## src/sv/ihmc_pkg.sv

```systemverilog
// ----------------------------------------------------------------------------
// ihmc_pkg
// Types, constants and register map shared by the IP header mesh destination
// classifier and its verdict logic.
// ----------------------------------------------------------------------------
package ihmc_pkg;

  // Only the first MAX_PACKET_BYTES bytes of a packet count as usable.
  localparam logic [15:0] MAX_PACKET_BYTES = 16'd2048;
  localparam logic [15:0] BYTE_COUNT_MAX   = 16'hffff;

  localparam logic [3:0] VERSION_V4 = 4'd4;
  localparam logic [3:0] VERSION_V6 = 4'd6;

  localparam logic [15:0] MIN_LEN_V4     = 16'd20;
  localparam logic [15:0] MIN_LEN_V6     = 16'd40;
  localparam logic [16:0] V6_HEADER_LEN  = 17'd40;

  // Mesh address prefixes.
  localparam logic [7:0] V4_MESH_A      = 8'd10;
  localparam logic [7:0] V4_MESH_B0     = 8'd192;
  localparam logic [7:0] V4_MESH_B1     = 8'd168;
  localparam logic [7:0] V6_MESH_A      = 8'h02;
  localparam logic [7:0] V6_MESH_B      = 8'h03;
  localparam logic [7:0] V6_LINK_B0     = 8'hfe;
  localparam logic [7:0] V6_LINK_B1     = 8'h80;
  localparam logic [3:0] V4_MCAST_NIB   = 4'he;
  localparam logic [7:0] V6_MCAST_BYTE  = 8'hff;

  // Register indexes (byte address 4*i).
  localparam logic [1:0] REG_GATEWAY_ID    = 2'd0;
  localparam logic [1:0] REG_GATEWAY_VALID = 2'd1;
  localparam logic [1:0] REG_ENABLE_V4     = 2'd2;
  localparam logic [1:0] REG_ENABLE_V6     = 2'd3;

  typedef enum logic [2:0] {
    VERDICT_FORWARD   = 3'd0,
    VERDICT_DISABLED  = 3'd1,
    VERDICT_SHORT     = 3'd2,
    VERDICT_MULTICAST = 3'd3,
    VERDICT_NO_DEST   = 3'd4,
    VERDICT_FOREIGN   = 3'd5,
    VERDICT_TRUNCATED = 3'd6
  } verdict_t;

  typedef struct packed {
    logic [31:0] gw_node;
    logic        gateway_valid;
    logic        enable_v4;
    logic        enable_v6;
  } cfg_t;

  typedef struct packed {
    logic [3:0]  version_nib;
    logic [15:0] declared_length;
    logic [15:0] source_prefix;
    logic [31:0] source_tail;
    logic [15:0] dest_prefix;
    logic [31:0] dest_tail;
  } pkt_state_t;

  typedef struct packed {
    verdict_t    verdict;
    logic [31:0] dest_node;
    logic [15:0] packet_bytes;
  } result_t;

endpackage

```

## src/sv/ip_header_mesh_id_classifier_core.sv

```systemverilog
// ----------------------------------------------------------------------------
// ip_header_mesh_id_classifier_core
// Classifies IPv4/IPv6 packets arriving one byte per transfer and gives a
// verdict and destination node id on the last byte of each packet.
//
//   port group  direction  carries
//   in_*        input      one packet byte and a last-byte flag per transfer
//   out_*       output     verdict, node id and byte count, once per packet
//   p*          APB        gateway id/valid and per-version enables
//
// A byte is taken in every cycle that the result queue is not full; header fields are captured as bytes are
// transferred and the verdict is registered in the cycle after the last byte.
// A two-entry result queue lets input continue while a result waits, so input
// stalls only when both entries are full. Reset is synchronous and clears the
// packet state, the queue and the registers; no clearing pass is needed.
// ----------------------------------------------------------------------------
module ip_header_mesh_id_classifier_core (
  input  logic        clk,
  input  logic        rst_n,

  input  logic        in_valid,
  output logic        in_ready,
  input  logic [7:0]  in_data_byte,
  input  logic        in_last_byte,

  output logic        out_valid,
  input  logic        out_ready,
  output logic [2:0]  out_verdict,
  output logic [31:0] out_dest_node,
  output logic [15:0] out_packet_bytes,

  input  logic        psel,
  input  logic        penable,
  input  logic        pwrite,
  input  logic [3:0]  paddr,
  input  logic [31:0] pwdata,
  output logic [31:0] prdata,
  output logic        pready
);
  import ihmc_pkg::*;

  // Configuration registers
  cfg_t        cfg_r;
  logic        cfg_we;
  logic [1:0]  reg_index;

  assign pready    = 1'b1;
  assign reg_index = paddr[3:2];
  assign cfg_we    = psel && penable && pwrite;

  always_ff @(posedge clk) begin
    if (!rst_n) begin
      cfg_r.gw_node       <= 32'd0;
      cfg_r.gateway_valid <= 1'b0;
      cfg_r.enable_v4     <= 1'b1;
      cfg_r.enable_v6     <= 1'b1;
    end else if (cfg_we) begin
      case (reg_index)
        REG_GATEWAY_ID:    cfg_r.gw_node       <= pwdata;
        REG_GATEWAY_VALID: cfg_r.gateway_valid <= pwdata[0];
        REG_ENABLE_V4:     cfg_r.enable_v4     <= pwdata[0];
        REG_ENABLE_V6:     cfg_r.enable_v6     <= pwdata[0];
        default: ;
      endcase
    end
  end

  always_comb begin
    case (reg_index)
      REG_GATEWAY_ID:    prdata = cfg_r.gw_node;
      REG_GATEWAY_VALID: prdata = {31'd0, cfg_r.gateway_valid};
      REG_ENABLE_V4:     prdata = {31'd0, cfg_r.enable_v4};
      REG_ENABLE_V6:     prdata = {31'd0, cfg_r.enable_v6};
      default:           prdata = 32'd0;
    endcase
  end

  // Per-byte header capture
  logic        in_fire;
  logic [15:0] byte_index_r;
  logic [15:0] byte_index_nxt;
  pkt_state_t  pkt_r;
  pkt_state_t  pkt_cap;
  logic [15:0] count;
  logic [15:0] usable;
  logic [3:0]  version_eff;

  assign in_fire = in_valid && in_ready;
  assign count   = (byte_index_r < BYTE_COUNT_MAX) ? (byte_index_r + 16'd1)
                                                    : BYTE_COUNT_MAX;
  assign usable  = (count < MAX_PACKET_BYTES) ? count : MAX_PACKET_BYTES;

  // The version nibble arrives with the first byte and steers that same byte.
  assign version_eff = (byte_index_r == 16'd0) ? in_data_byte[7:4] : pkt_r.version_nib;

  always_comb begin
    pkt_cap = pkt_r;
    if (byte_index_r < MAX_PACKET_BYTES) begin
      pkt_cap.version_nib = version_eff;
      if (version_eff == VERSION_V4) begin
        if (byte_index_r == 16'd2 || byte_index_r == 16'd3)
          pkt_cap.declared_length = {pkt_r.declared_length[7:0], in_data_byte};
        if (byte_index_r == 16'd12 || byte_index_r == 16'd13)
          pkt_cap.source_prefix = {pkt_r.source_prefix[7:0], in_data_byte};
        if (byte_index_r >= 16'd12 && byte_index_r <= 16'd15)
          pkt_cap.source_tail = {pkt_r.source_tail[23:0], in_data_byte};
        if (byte_index_r == 16'd16 || byte_index_r == 16'd17)
          pkt_cap.dest_prefix = {pkt_r.dest_prefix[7:0], in_data_byte};
        if (byte_index_r >= 16'd16 && byte_index_r <= 16'd19)
          pkt_cap.dest_tail = {pkt_r.dest_tail[23:0], in_data_byte};
      end else if (version_eff == VERSION_V6) begin
        if (byte_index_r == 16'd4 || byte_index_r == 16'd5)
          pkt_cap.declared_length = {pkt_r.declared_length[7:0], in_data_byte};
        if (byte_index_r == 16'd8 || byte_index_r == 16'd9)
          pkt_cap.source_prefix = {pkt_r.source_prefix[7:0], in_data_byte};
        if (byte_index_r >= 16'd20 && byte_index_r <= 16'd23)
          pkt_cap.source_tail = {pkt_r.source_tail[23:0], in_data_byte};
        if (byte_index_r == 16'd24 || byte_index_r == 16'd25)
          pkt_cap.dest_prefix = {pkt_r.dest_prefix[7:0], in_data_byte};
        if (byte_index_r >= 16'd36 && byte_index_r <= 16'd39)
          pkt_cap.dest_tail = {pkt_r.dest_tail[23:0], in_data_byte};
      end
    end
  end

  assign byte_index_nxt = in_last_byte ? 16'd0 : count;

  always_ff @(posedge clk) begin
    if (!rst_n) begin
      byte_index_r <= 16'd0;
      pkt_r        <= '0;
    end else if (in_fire) begin
      byte_index_r <= byte_index_nxt;
      pkt_r        <= in_last_byte ? pkt_state_t'('0) : pkt_cap;
    end
  end

  // Verdict
  verdict_t    verdict;
  logic [31:0] dest_node;
  result_t     new_result;

  ihmc_classify u_classify (
    .pkt       (pkt_cap),
    .cfg       (cfg_r),
    .usable    (usable),
    .verdict   (verdict),
    .dest_node (dest_node)
  );

  assign new_result.verdict      = verdict;
  assign new_result.dest_node    = dest_node;
  assign new_result.packet_bytes = count;

  // Two-entry result queue: head drives the outputs, skid catches a result
  // that completes while the head is still waiting.
  logic    push;
  logic    pop;
  logic    head_valid_r;
  logic    head_valid_nxt;
  logic    skid_valid_r;
  logic    skid_valid_nxt;
  result_t head_r;
  result_t head_nxt;
  result_t skid_r;
  result_t skid_nxt;

  assign in_ready = !skid_valid_r;
  assign push     = in_fire && in_last_byte;
  assign pop      = head_valid_r && out_ready;

  always_comb begin
    head_valid_nxt = head_valid_r;
    skid_valid_nxt = skid_valid_r;
    head_nxt       = head_r;
    skid_nxt       = skid_r;
    if (skid_valid_r) begin
      if (pop) begin
        head_nxt       = skid_r;
        skid_valid_nxt = 1'b0;
      end
    end else if (push) begin
      if (head_valid_r && !pop) begin
        skid_nxt       = new_result;
        skid_valid_nxt = 1'b1;
      end else begin
        head_nxt       = new_result;
        head_valid_nxt = 1'b1;
      end
    end else if (pop) begin
      head_valid_nxt = 1'b0;
    end
  end

  always_ff @(posedge clk) begin
    if (!rst_n) begin
      head_valid_r <= 1'b0;
      skid_valid_r <= 1'b0;
    end else begin
      head_valid_r <= head_valid_nxt;
      skid_valid_r <= skid_valid_nxt;
    end
  end

  always_ff @(posedge clk) begin
    head_r <= head_nxt;
    skid_r <= skid_nxt;
  end

  assign out_valid        = head_valid_r;
  assign out_verdict      = head_r.verdict;
  assign out_dest_node    = head_r.dest_node;
  assign out_packet_bytes = head_r.packet_bytes;

endmodule

```

## src/sv/ihmc_classify.sv

```systemverilog
// ----------------------------------------------------------------------------
// ihmc_classify
// Verdict logic: turns the captured header fields of a finished packet and the
// configuration into a verdict and a destination node id.
// ----------------------------------------------------------------------------
module ihmc_classify (
  input  ihmc_pkg::pkt_state_t pkt,
  input  ihmc_pkg::cfg_t       cfg,
  input  logic [15:0]          usable,
  output ihmc_pkg::verdict_t   verdict,
  output logic [31:0]          dest_node
);
  import ihmc_pkg::*;

  function automatic logic v4_mesh(input logic [15:0] prefix);
    v4_mesh = (prefix[15:8] == V4_MESH_A) ||
              ((prefix[15:8] == V4_MESH_B0) && (prefix[7:0] == V4_MESH_B1));
  endfunction

  function automatic logic v6_mesh(input logic [15:0] prefix);
    v6_mesh = (prefix[15:8] == V6_MESH_A) || (prefix[15:8] == V6_MESH_B) ||
              ((prefix[15:8] == V6_LINK_B0) && (prefix[7:0] == V6_LINK_B1));
  endfunction

  logic        is_v4;
  logic        is_v6;
  logic        enabled;
  logic        too_short;
  logic        mcast;
  logic        dst_mesh;
  logic        src_mesh;
  logic [16:0] need;
  logic [31:0] mesh_id;

  assign is_v4   = (pkt.version_nib == VERSION_V4);
  assign is_v6   = (pkt.version_nib == VERSION_V6);
  assign enabled = (is_v4 && cfg.enable_v4) || (is_v6 && cfg.enable_v6);

  assign too_short = is_v6 ? (usable < MIN_LEN_V6) : (usable < MIN_LEN_V4);
  assign mcast     = is_v6 ? (pkt.dest_prefix[15:8] == V6_MCAST_BYTE)
                           : (pkt.dest_prefix[15:12] == V4_MCAST_NIB);
  assign dst_mesh  = is_v6 ? v6_mesh(pkt.dest_prefix) : v4_mesh(pkt.dest_prefix);
  assign src_mesh  = is_v6 ? v6_mesh(pkt.source_prefix) : v4_mesh(pkt.source_prefix);

  // IPv6 carries a payload length, so the fixed header is added back on.
  assign need    = is_v6 ? (V6_HEADER_LEN + {1'b0, pkt.declared_length})
                         : {1'b0, pkt.declared_length};
  assign mesh_id = is_v6 ? pkt.dest_tail : {8'd0, pkt.dest_tail[23:0]};

  always_comb begin
    verdict   = VERDICT_FORWARD;
    dest_node = 32'd0;
    if (!enabled) begin
      verdict = VERDICT_DISABLED;
    end else if (too_short) begin
      verdict = VERDICT_SHORT;
    end else if (mcast) begin
      verdict = VERDICT_MULTICAST;
    end else if (!dst_mesh && !cfg.gateway_valid) begin
      verdict = VERDICT_NO_DEST;
    end else if (!src_mesh) begin
      verdict = VERDICT_FOREIGN;
    end else if ({1'b0, usable} < need) begin
      verdict = VERDICT_TRUNCATED;
    end else begin
      dest_node = dst_mesh ? mesh_id : cfg.gw_node;
    end
  end

endmodule

```

## config.mk

```make
export PLATFORM = sky130hd
export DESIGN_NAME = ip_header_mesh_id_classifier_core
export DESIGN_NICKNAME = d
export VERILOG_FILES = /design/src/sv/ihmc_pkg.sv /design/src/sv/ip_header_mesh_id_classifier_core.sv /design/src/sv/ihmc_classify.sv
export SDC_FILE = /design/constraint.sdc
export NUM_CORES = 1
export LEC_CHECK = 0
export BUFFER_PORTS_ARGS = -buffer_cell sky130_fd_sc_hd__buf_2
export CAP_MARGIN = 40
export CELL_PAD_IN_SITES_DETAIL_PLACEMENT = 1
export CELL_PAD_IN_SITES_GLOBAL_PLACEMENT = 1
export CORE_UTILIZATION = 50
export CTS_BUF_LIST = sky130_fd_sc_hd__clkbuf_4 sky130_fd_sc_hd__clkbuf_8
export DETAILED_ROUTE_END_ITERATION = 6
export PLACE_DENSITY = 0.95
export SLEW_MARGIN = 25
export SYNTH_ARGS = -nofsm -noshare
export SYNTH_HDL_FRONTEND = slang
export SYNTH_SLANG_ARGS = --single-unit
```

## constraint.sdc

```tcl
create_clock -name clk -period 11.7 [get_ports clk]
set_input_delay 2.34 -clock clk [delete_from_list [all_inputs] [get_ports clk]]
set_output_delay 2.34 -clock clk [all_outputs]
set_load 0.01 [all_outputs]
```

; ---- Yosys cells after proc, flatten, opt, wreduce, memory -nomap -nowiden
; Cells that the tools add are included.
[totals]
wordCells = 173
in_bits = 52
register_bits = 263
out_inout_bits = 86
[classes]
muxes = 49
n_eq_ne = 39
n_reduce_logical = 49
bitwise_logic = 1
addsub = 2
magnitude_cmp = 14
[ops]
columns = operator, n
row1 = $mux 32, 12
row2 = $mux 116, 2
row3 = $mux 112, 2
row4 = $mux 51, 4
row5 = $mux 16, 9
row6 = $pmux 32 s4, 1
row7 = $eq 8x8->1 const B, 9
row8 = $eq 16x4->1 const B, 4
row9 = $eq 16x5->1 const B, 4
row10 = $eq 16x2->1 const B, 2
row11 = $eq 16x3->1 const B, 2
row12 = $eq 8x2->1 const B, 4
row13 = $ge 16x5->1 const B, 2
row14 = $le 16x5->1 const B, 2
row15 = $lt 16x12->1 const B, 2
row16 = $mux 3, 6
row17 = $add 6x16->17 const A, 1
row18 = $logic_and 1x1->1, 17
row19 = $lt 16x17->1, 1
row20 = $mux 17, 1
row21 = $add 16x1->16 const B, 1
row22 = $eq 4x3->1 const B, 4
row23 = $eq 8x4->1 const B, 2
row24 = $ge 16x4->1 const B, 1
row25 = 23 further kinds, 59

; ---- Longest topological paths before layout
; Gate-level depths: netlist of run 1.
[logic_depth]
depth_word = 20
ltp_mapped = 25

; ---- Hierarchy
; A second synthesis of run 1 with hierarchy kept.
[hier_totals]
hier_cells = 1253
area_unflattened_um2 = 13758.2
[modules_own_cells]
columns = module, area_per_inst_um2, cells_per_inst, instances
row1 = ip_header_mesh_id_classifier_core, 12161.7, 1043, 1
row2 = ihmc_classify, 1596.5, 210, 1

; ---- Worst setup path after synthesis of run 1
; OpenSTA, ideal clock, no wires.
[synth_timing]
path_kind = input -> register
start = input port in_data_byte[7]
end = register head_r (netlist bit out_dest_node[21]) (data pin)
t_arrival_ns = 7.262
setup_time_ns = 0.188
setup_slack_ns = 4.250
cell_stages = 23
required_time_ns = 11.512
cell_sequence = nor3b_1 > and3_1 > or2_0 > clkbuf_1 > and2_1 > clkbuf_1 > o21a_1 > buf_2 > mux2_2 > a21oi_2 > nor2_1 > xor2_1 > ha_1 > nand4_1 > or2_2 > nor3_1 > nand2_1 > nor4_1 > a311oi_1 > nor4b_1 > o31ai_4 > buf_2 > o41ai_1
[synth_lines]
columns = element, line
row1 = from (decl), ip_header_mesh_id_classifier_core.sv:23  ; input logic [7:0] in_data_byte,
row2 = to (signal assigned), ip_header_mesh_id_classifier_core.sv:206  ; head_r <= head_nxt;
row3 = to (decl), ip_header_mesh_id_classifier_core.sv:163  ; result_t head_r;

==> results of run 1 <==
## layout make-up
type,instances,area (µm²),area share
multi-input cells,1023,6650,0.448
flip-flops and latches,239,5810,0.391
repair buffers,164,917,0.0618
clock buffers,60,757,0.0510
well taps,330,413,0.0278
clock inverters,14,188,0.0126
inverters,26,97.6,0.00658
diodes,2,5.00,0.000337
## registers in the layout, indices dropped and copies added (netlist names)
signal,cells
byte_index_r,16
cfg_r,35
out_dest_node,32
out_packet_bytes,16
out_valid,1
out_verdict,3
pkt_r,84
skid_r,51
skid_valid_r,1
## synthesized netlist by cell type, drive strengths merged (21+ instances only)
cell    number
nand2      172
inv         25
a22oi       96
nor2        75
o21ai       42
nor4        48
and2        49
buf         23
edfxtp     102
o41ai       32
nor3        23
a21oi       55
dfxtp      137
clkbuf      85
nor2b      103
nand3       21
a21boi      38
mux2i       35
mux2        26
## layer usage
| metal | share of wire | up-vias |
|---|---|---|
| met4 | 0.054 | 0 |
| li1 | - | 5345 |
| met3 | 0.088 | 229 |
| met1 | 0.38 | 6087 |
| met5 | 0 | - |
| met2 | 0.48 | 817 |
## power by group
part | switching (mW) | internal [mW] | total [mW]
registers | 0.00707 | 0.877 | 0.884
logic | 0.0834 | 0.0392 | 0.123
clock network | 0.388 | 0.509 | 0.897
total | 0.478 | 1.43 | 1.90
## placed cells by master (no fill, tap or decap), drive strengths merged, types with 9 or more instances in the layout
cell type,count
inv,27
o41ai,32
xor2,11
nor4,48
mux2,26
xnor2,10
nand3,21
a211oi,12
mux2i,35
a21boi,38
buf,164
a21oi,55
o21ai,42
clkinv,9
nor2,75
nor3,23
and2,49
nand4,11
clkbuf,60
nor2b,103
edfxtp,102
ha,20
dfxtp,137
nand2,172
a22oi,96
o31ai,11
## worst register-to-register path, delay by kind of cell (launching register included)
family                     cells  cell delay, ns
buffers and inverters          2            0.54
AOI/OAI and AO/OA              6            2.57
xor gates and xnor gates       1            0.17
adders and majority gates      1            0.33
DFF                            1            0.42
and+or+nand+nor               10            3.49
muxes                          1            0.47
## stage by stage
stage | setup slack, ns | std cells
floorplan | 4.25 | 1396
global placement | 2.98 | 1777
detailed placement | 2.69 | 1780
CTS | 3.04 | 1854
global route | 2.47 | 1858
finish | 2.71 | 1858
## path summary, 6_finish.rpt
path	startpoint	endpoint	cells past startpoint
max reg2reg	byte_index_r[7]$_SDFFE_PN0P_	out_dest_node[4]$_DFFE_PP_	21
min reg2reg	cfg_r[24]$_SDFFE_PN0P_	cfg_r[24]$_SDFFE_PN0P_	2
max	in_data_byte[6]	out_dest_node[4]$_DFFE_PP_	21
min	cfg_r[24]$_SDFFE_PN0P_	cfg_r[24]$_SDFFE_PN0P_	2
## cells by family after synthesis
logic type,synth area share
XOR/XNOR,0.0142
flip-flops,0.449
adder cells (fa/ha/maj),0.0194
AND/OR/NAND/NOR,0.227
other,0.000581
buffers and inverters,0.0416
AO/OA/AOI/OAI,0.196
multiplexers,0.0515
==> flow_summary.json, run 1 <==
{
  "path_clk_slew_ns": 0.07,
  "grt_use_total": 0.367,
  "worst_slew_pin_slew_ns": 0.829,
  "first_iter_violations": 1452,
  "fin_util": 0.587,
  "start_kind": "input port",
  "synth_area_per_cell_um2": 9.28,
  "syn-cell-area_um2": 12900,
  "insertion_delay_ns": 0.60,
  "worstPathArrival_ns": 9.27,
  "critical-path-top-delay-family": "simple AND/OR/NAND/NOR gates",
  "coreArea_um2": 25300,
  "relSlewSlack": 0.443,
  "antenna_found_initial": 4,
  "fin_hold_ws_ns": 0.482,
  "drtAntennaViolNets": 0,
  "ios": 138,
  "synth_warnings": 0,
  "cts_buffers": 41,
  "peakVddDrop_uv": 104,
  "place_area_um2": 13900,
  "synth-edff-count": 102,
  "crit_chain": "buf_2 > nor3b_1 > and3_1 > or2_0 > and2_1 > o21a_1 > mux2_2 > o211ai_1 > nor3b_1 > xor2_1 > ha_1 > nand4_1 > or2_2 > nor3_1 > nand2_1 > nor4_1 > a311oi_1 > nor4b_1 > o31ai_4 > buf_4 > o41ai_1",
  "ys_types": 76,
  "grt_start_max_net_pins": 138,
  "setup-violations-final": 0,
  "netlist_top_cells_area": "edfxtp_1 24%, dfxtp_1 21%, a22oi_1 5.6%, nand2_1 5.0%, nor2b_1 5.0%",
  "hold_class": "flip-flop to flip-flop",
  "tns_ns": 0,
  "worst_path_max_delay_cell": "o41ai_1",
  "n_fill_cell": 2854,
  "first_pass_iters": 5,
  "cts_hold_buf": 0,
  "synth_area_leader_cell": "edfxtp_1",
  "r2r_setup_slack_ns": 3.41,
  "totalWireLength_um": 49100,
  "chipHeight_um": 163,
  "initial_core_util": 0.512,
  "power_density_nw_per_um2": 128,
  "rows": 58,
  "status": "finished, final reports clean",
  "total_leakage_power_nw": 5.23,
  "final_layout_size_suffix_gt1_frac": 0.186,
  "clock_skew_ns": 0.0415,
  "critical_path.max_stage_delay_ns": 0.68,
  "clockBufferDepth": 3,
  "fmax_mhz": 111,
  "rsz0062_at_grt": "false",
  "overflow": 0,
  "num-nets-final": 1567,
  "crit_buf_inv": 2,
  "fin_crit_sh": 0.768,
  "crit_required_ns": 11.98,
  "wl_per_cell_um": 26.4,
  "ctsResizeCount": 0,
  "seq_area_frac_synth": 0.449,
  "synth_top_cell_area_share": 0.237,
  "drc": 0,
  "cts-root-buf": "clkbuf_8",
  "maxCapViolCount": 0,
  "use_met3": 0.0705,
  "drv_slew": 0,
  "vias_per_cell": 6.72,
  "critical_path_class": "input port to flip-flop",
  "crit_top_cell": "nor3b_1",
  "gp_congestion": 0.941,
  "finalPower_mw": 1.90,
  "layout_min_cycle_time_ns": 8.99,
  "worstSetupEndpointType": "flip-flop",
  "vias": 12478,
  "synth_top_flop_cell": "dfxtp_1",
  "grt_pass1_vias": 12715,
  "die_w_um": 163,
  "grt_pass1_wl_um": 74800,
  "place_hpwl_um": 30100,
  "design_area_um2": 14800,
  "critPathMaxFanout": 34,
  "synthCells": 1393,
  "grt.busiest_layer": "met2",
  "dieArea_um2": 26500,
  "use_met1": 0.444,
  "syn_to_final_growth_pct": 14.8,
  "io_buffers": 134,
  "cts.sinks": 239,
  "cts_tree": "done",
  "h-tree-depth": 2,
  "hold_violations": 0,
  "postCtsSetupBuffers": 0,
  "async_flop_share": 0,
  "met2_usage": 0.619,
  "ys_seq_elements": 239
}
(Power assumes the default switching activity.)
==> run 2: changes to the inputs <==
Settings changed: CORE_UTILIZATION 50 to 47, PLACE_DENSITY 0.95 to 0.91.
Clock period 11.7 ns to 8.8 ns, I/O delays scaled along.
==> flow_summary.json, run 2 (synthesis gave the netlist of run 1 again) <==
{
  "postCtsSetupBuffers": 0,
  "final_cell_mix": "172 x nand2_1, 137 x buf_2, 136 x dfxtp_1, 103 x nor2b_1, 102 x edfxtp_1",
  "top_regs": "pkt_r: 84 flops, skid_r: 51 flops, cfg_r: 35 flops",
  "place_hpwl_um": 28800,
  "initial_core_util": 0.480,
  "hold_class": "flip-flop to flip-flop",
  "crit_required_ns": 9.06,
  "largest_register": "pkt_r",
  "syn_to_final_growth_pct": 14.5,
  "chipHeight_um": 168,
  "hold_violations": 0,
  "layout_min_cycle_time_ns": 7.74,
  "maxCapViolCount": 0,
  "path_clk_slew_ns": 0.07,
  "total_leakage_power_nw": 5.21,
  "first_iter_violations": 1068,
  "rsz0062_at_grt": "false",
  "drv_slew": 0,
  "status": "finished, final reports clean",
  "antenna_found_initial": 0,
  "peakVddDrop_uv": 112,
  "cts-root-buf": "clkbuf_8",
  "worst_slack_ns": 1.06,
  "cts_hold_buf": 0,
  "worstSetupEndpointType": "flip-flop",
  "clockBufferDepth": 3,
  "h-tree-depth": 2,
  "drtAntennaViolNets": 0,
  "worst_path_max_delay_cell": "o41ai_1",
  "wl_per_cell_um": 23.5,
  "grt_pass1_vias": 12200,
  "cts.sinks": 239,
  "relSlewSlack": 0.416,
  "grt_pass1_wl_um": 68100,
  "coreArea_um2": 27000,
  "io_buffers": 134,
  "cts_buffers": 41,
  "power_density_nw_per_um2": 164,
  "final_layout_size_suffix_gt1_frac": 0.188,
  "vias_per_cell": 6.39,
  "overflow": 0,
  "ios": 138,
  "layout_commonest_cell": "nand2_1",
  "start_kind": "flip-flop",
  "gp_congestion": 0.906,
  "post-place-ws_ns": 0.929,
  "worstPathArrival_ns": 8.00,
  "fin_crit_sh": 0.880,
  "die_w_um": 168,
  "tns_ns": 0,
  "setup-violations-final": 0,
  "num-nets-final": 1569,
  "dp_cells": 1792,
  "critical_path.max_stage_delay_ns": 0.75,
  "critical_path_class": "flip-flop to flip-flop",
  "grt_start_max_net_pins": 103,
  "crit_top_cell": "or4_1",
  "crit_buf_inv": 1,
  "first_pass_iters": 5,
  "crit_chain": "or4_1 > or4_1 > a2111oi_4 > and2_1 > o21ai_1 > mux2i_1 > o211ai_1 > nor3b_1 > xor2_1 > ha_1 > nand4_1 > or2_2 > nor3_1 > nand2_1 > nor4_1 > a311oi_1 > nor4b_1 > o31ai_4 > buf_4 > o41ai_1",
  "critPathMaxFanout": 34,
  "rows": 60,
  "worst_slew_pin_slew_ns": 0.865,
  "totalWireLength_um": 44000,
  "clock_skew_ns": 0.0324,
  "fmax_mhz": 129,
  "critical-path-top-delay-family": "simple AND/OR/NAND/NOR gates",
  "vias": 11956,
  "grt_use_total": 0.307,
  "drc": 0,
  "cts_tree": "done",
  "final_cell_count_no_fill": 1871,
  "largest_reg_flops": 84,
  "dieArea_um2": 28200,
  "insertion_delay_ns": 0.58,
  "ctsResizeCount": 0
}
-- run 2: cell types whose count changed in the layout (fill, tap and decap cells not counted), moves of 2 or more --
cell	before	now
buf_2	135	137
bufinv_16	4	2
clkbuf_4	11	15
clkbuf_8	49	46
-- run 2: final timing paths --
| check | from | to | slack (ns) | cells past startpoint |
|---|---|---|---|---|
| worst max register to register | byte_index_r[7]$_SDFFE_PN0P_ | out_dest_node[2]$_DFFE_PP_ | 1.06 | 20 |
| worst min-delay path | cfg_r[22]$_SDFFE_PN0P_ | cfg_r[22]$_SDFFE_PN0P_ | 0.48 | 2 |
| worst max-delay path | byte_index_r[7]$_SDFFE_PN0P_ | out_dest_node[2]$_DFFE_PP_ | 1.06 | 20 |
| worst min register to register | cfg_r[22]$_SDFFE_PN0P_ | cfg_r[22]$_SDFFE_PN0P_ | 0.48 | 2 |
-- run 2: power by group --
group / internal, mW / switching [mW] / leakage [nW]
Sequential: 1.17 / 0.00811 / 2.11
Clock: 0.608 / 0.488 / 0.471
Combinational: 0.0513 / 0.106 / 2.62
Total: 1.83 / 0.602 / 5.21
-- run 2: area by class of cell --
| cell class | instances | area, µm² |
|---|---|---|
| clock buffers | 61 | 746 |
| clock inverters | 14 | 136 |
| flip-flops and latches | 239 | 5810 |
| multi-input cells | 1023 | 6660 |
| well taps | 341 | 427 |
| diodes | 1 | 2.50 |
| repair buffers | 166 | 913 |
| inverters | 26 | 97.6 |
| fillers | 3088 | 12200 |
-- run 2: metrics by stage --
step | total power, mW | hold WS (ns) | utilization | instance area (µm²)
final | 2.43 | 0.484 | 0.549 | 14800
after global routing | 2.50 | 0.514 | 0.549 | 14800
after CTS | 2.43 | 0.493 | 0.548 | 14800
after detailed placement | 1.35 | 0.482 | 0.515 | 13900
after global placement | 1.34 | 0.466 | 0.514 | 13800
after floorplan | 1.29 | 0.452 | - | 12900
-- run 2: metal layers --
metal	vias up	part of all wire	GRT usage
li1	5351	-	-
met1	5914	0.41	0.399
met2	577	0.48	0.507
met3	114	0.074	0.0482
met4	0	0.035	0.133
met5	-	0	0
-- run 2: worst min-delay path: cells and delay by family (launching register included) --
family             cells  cell delay (ns)
AOI/OAI and AO/OA      1             0.06
DFF                    1             0.32
and+or+nand+nor        1             0.05
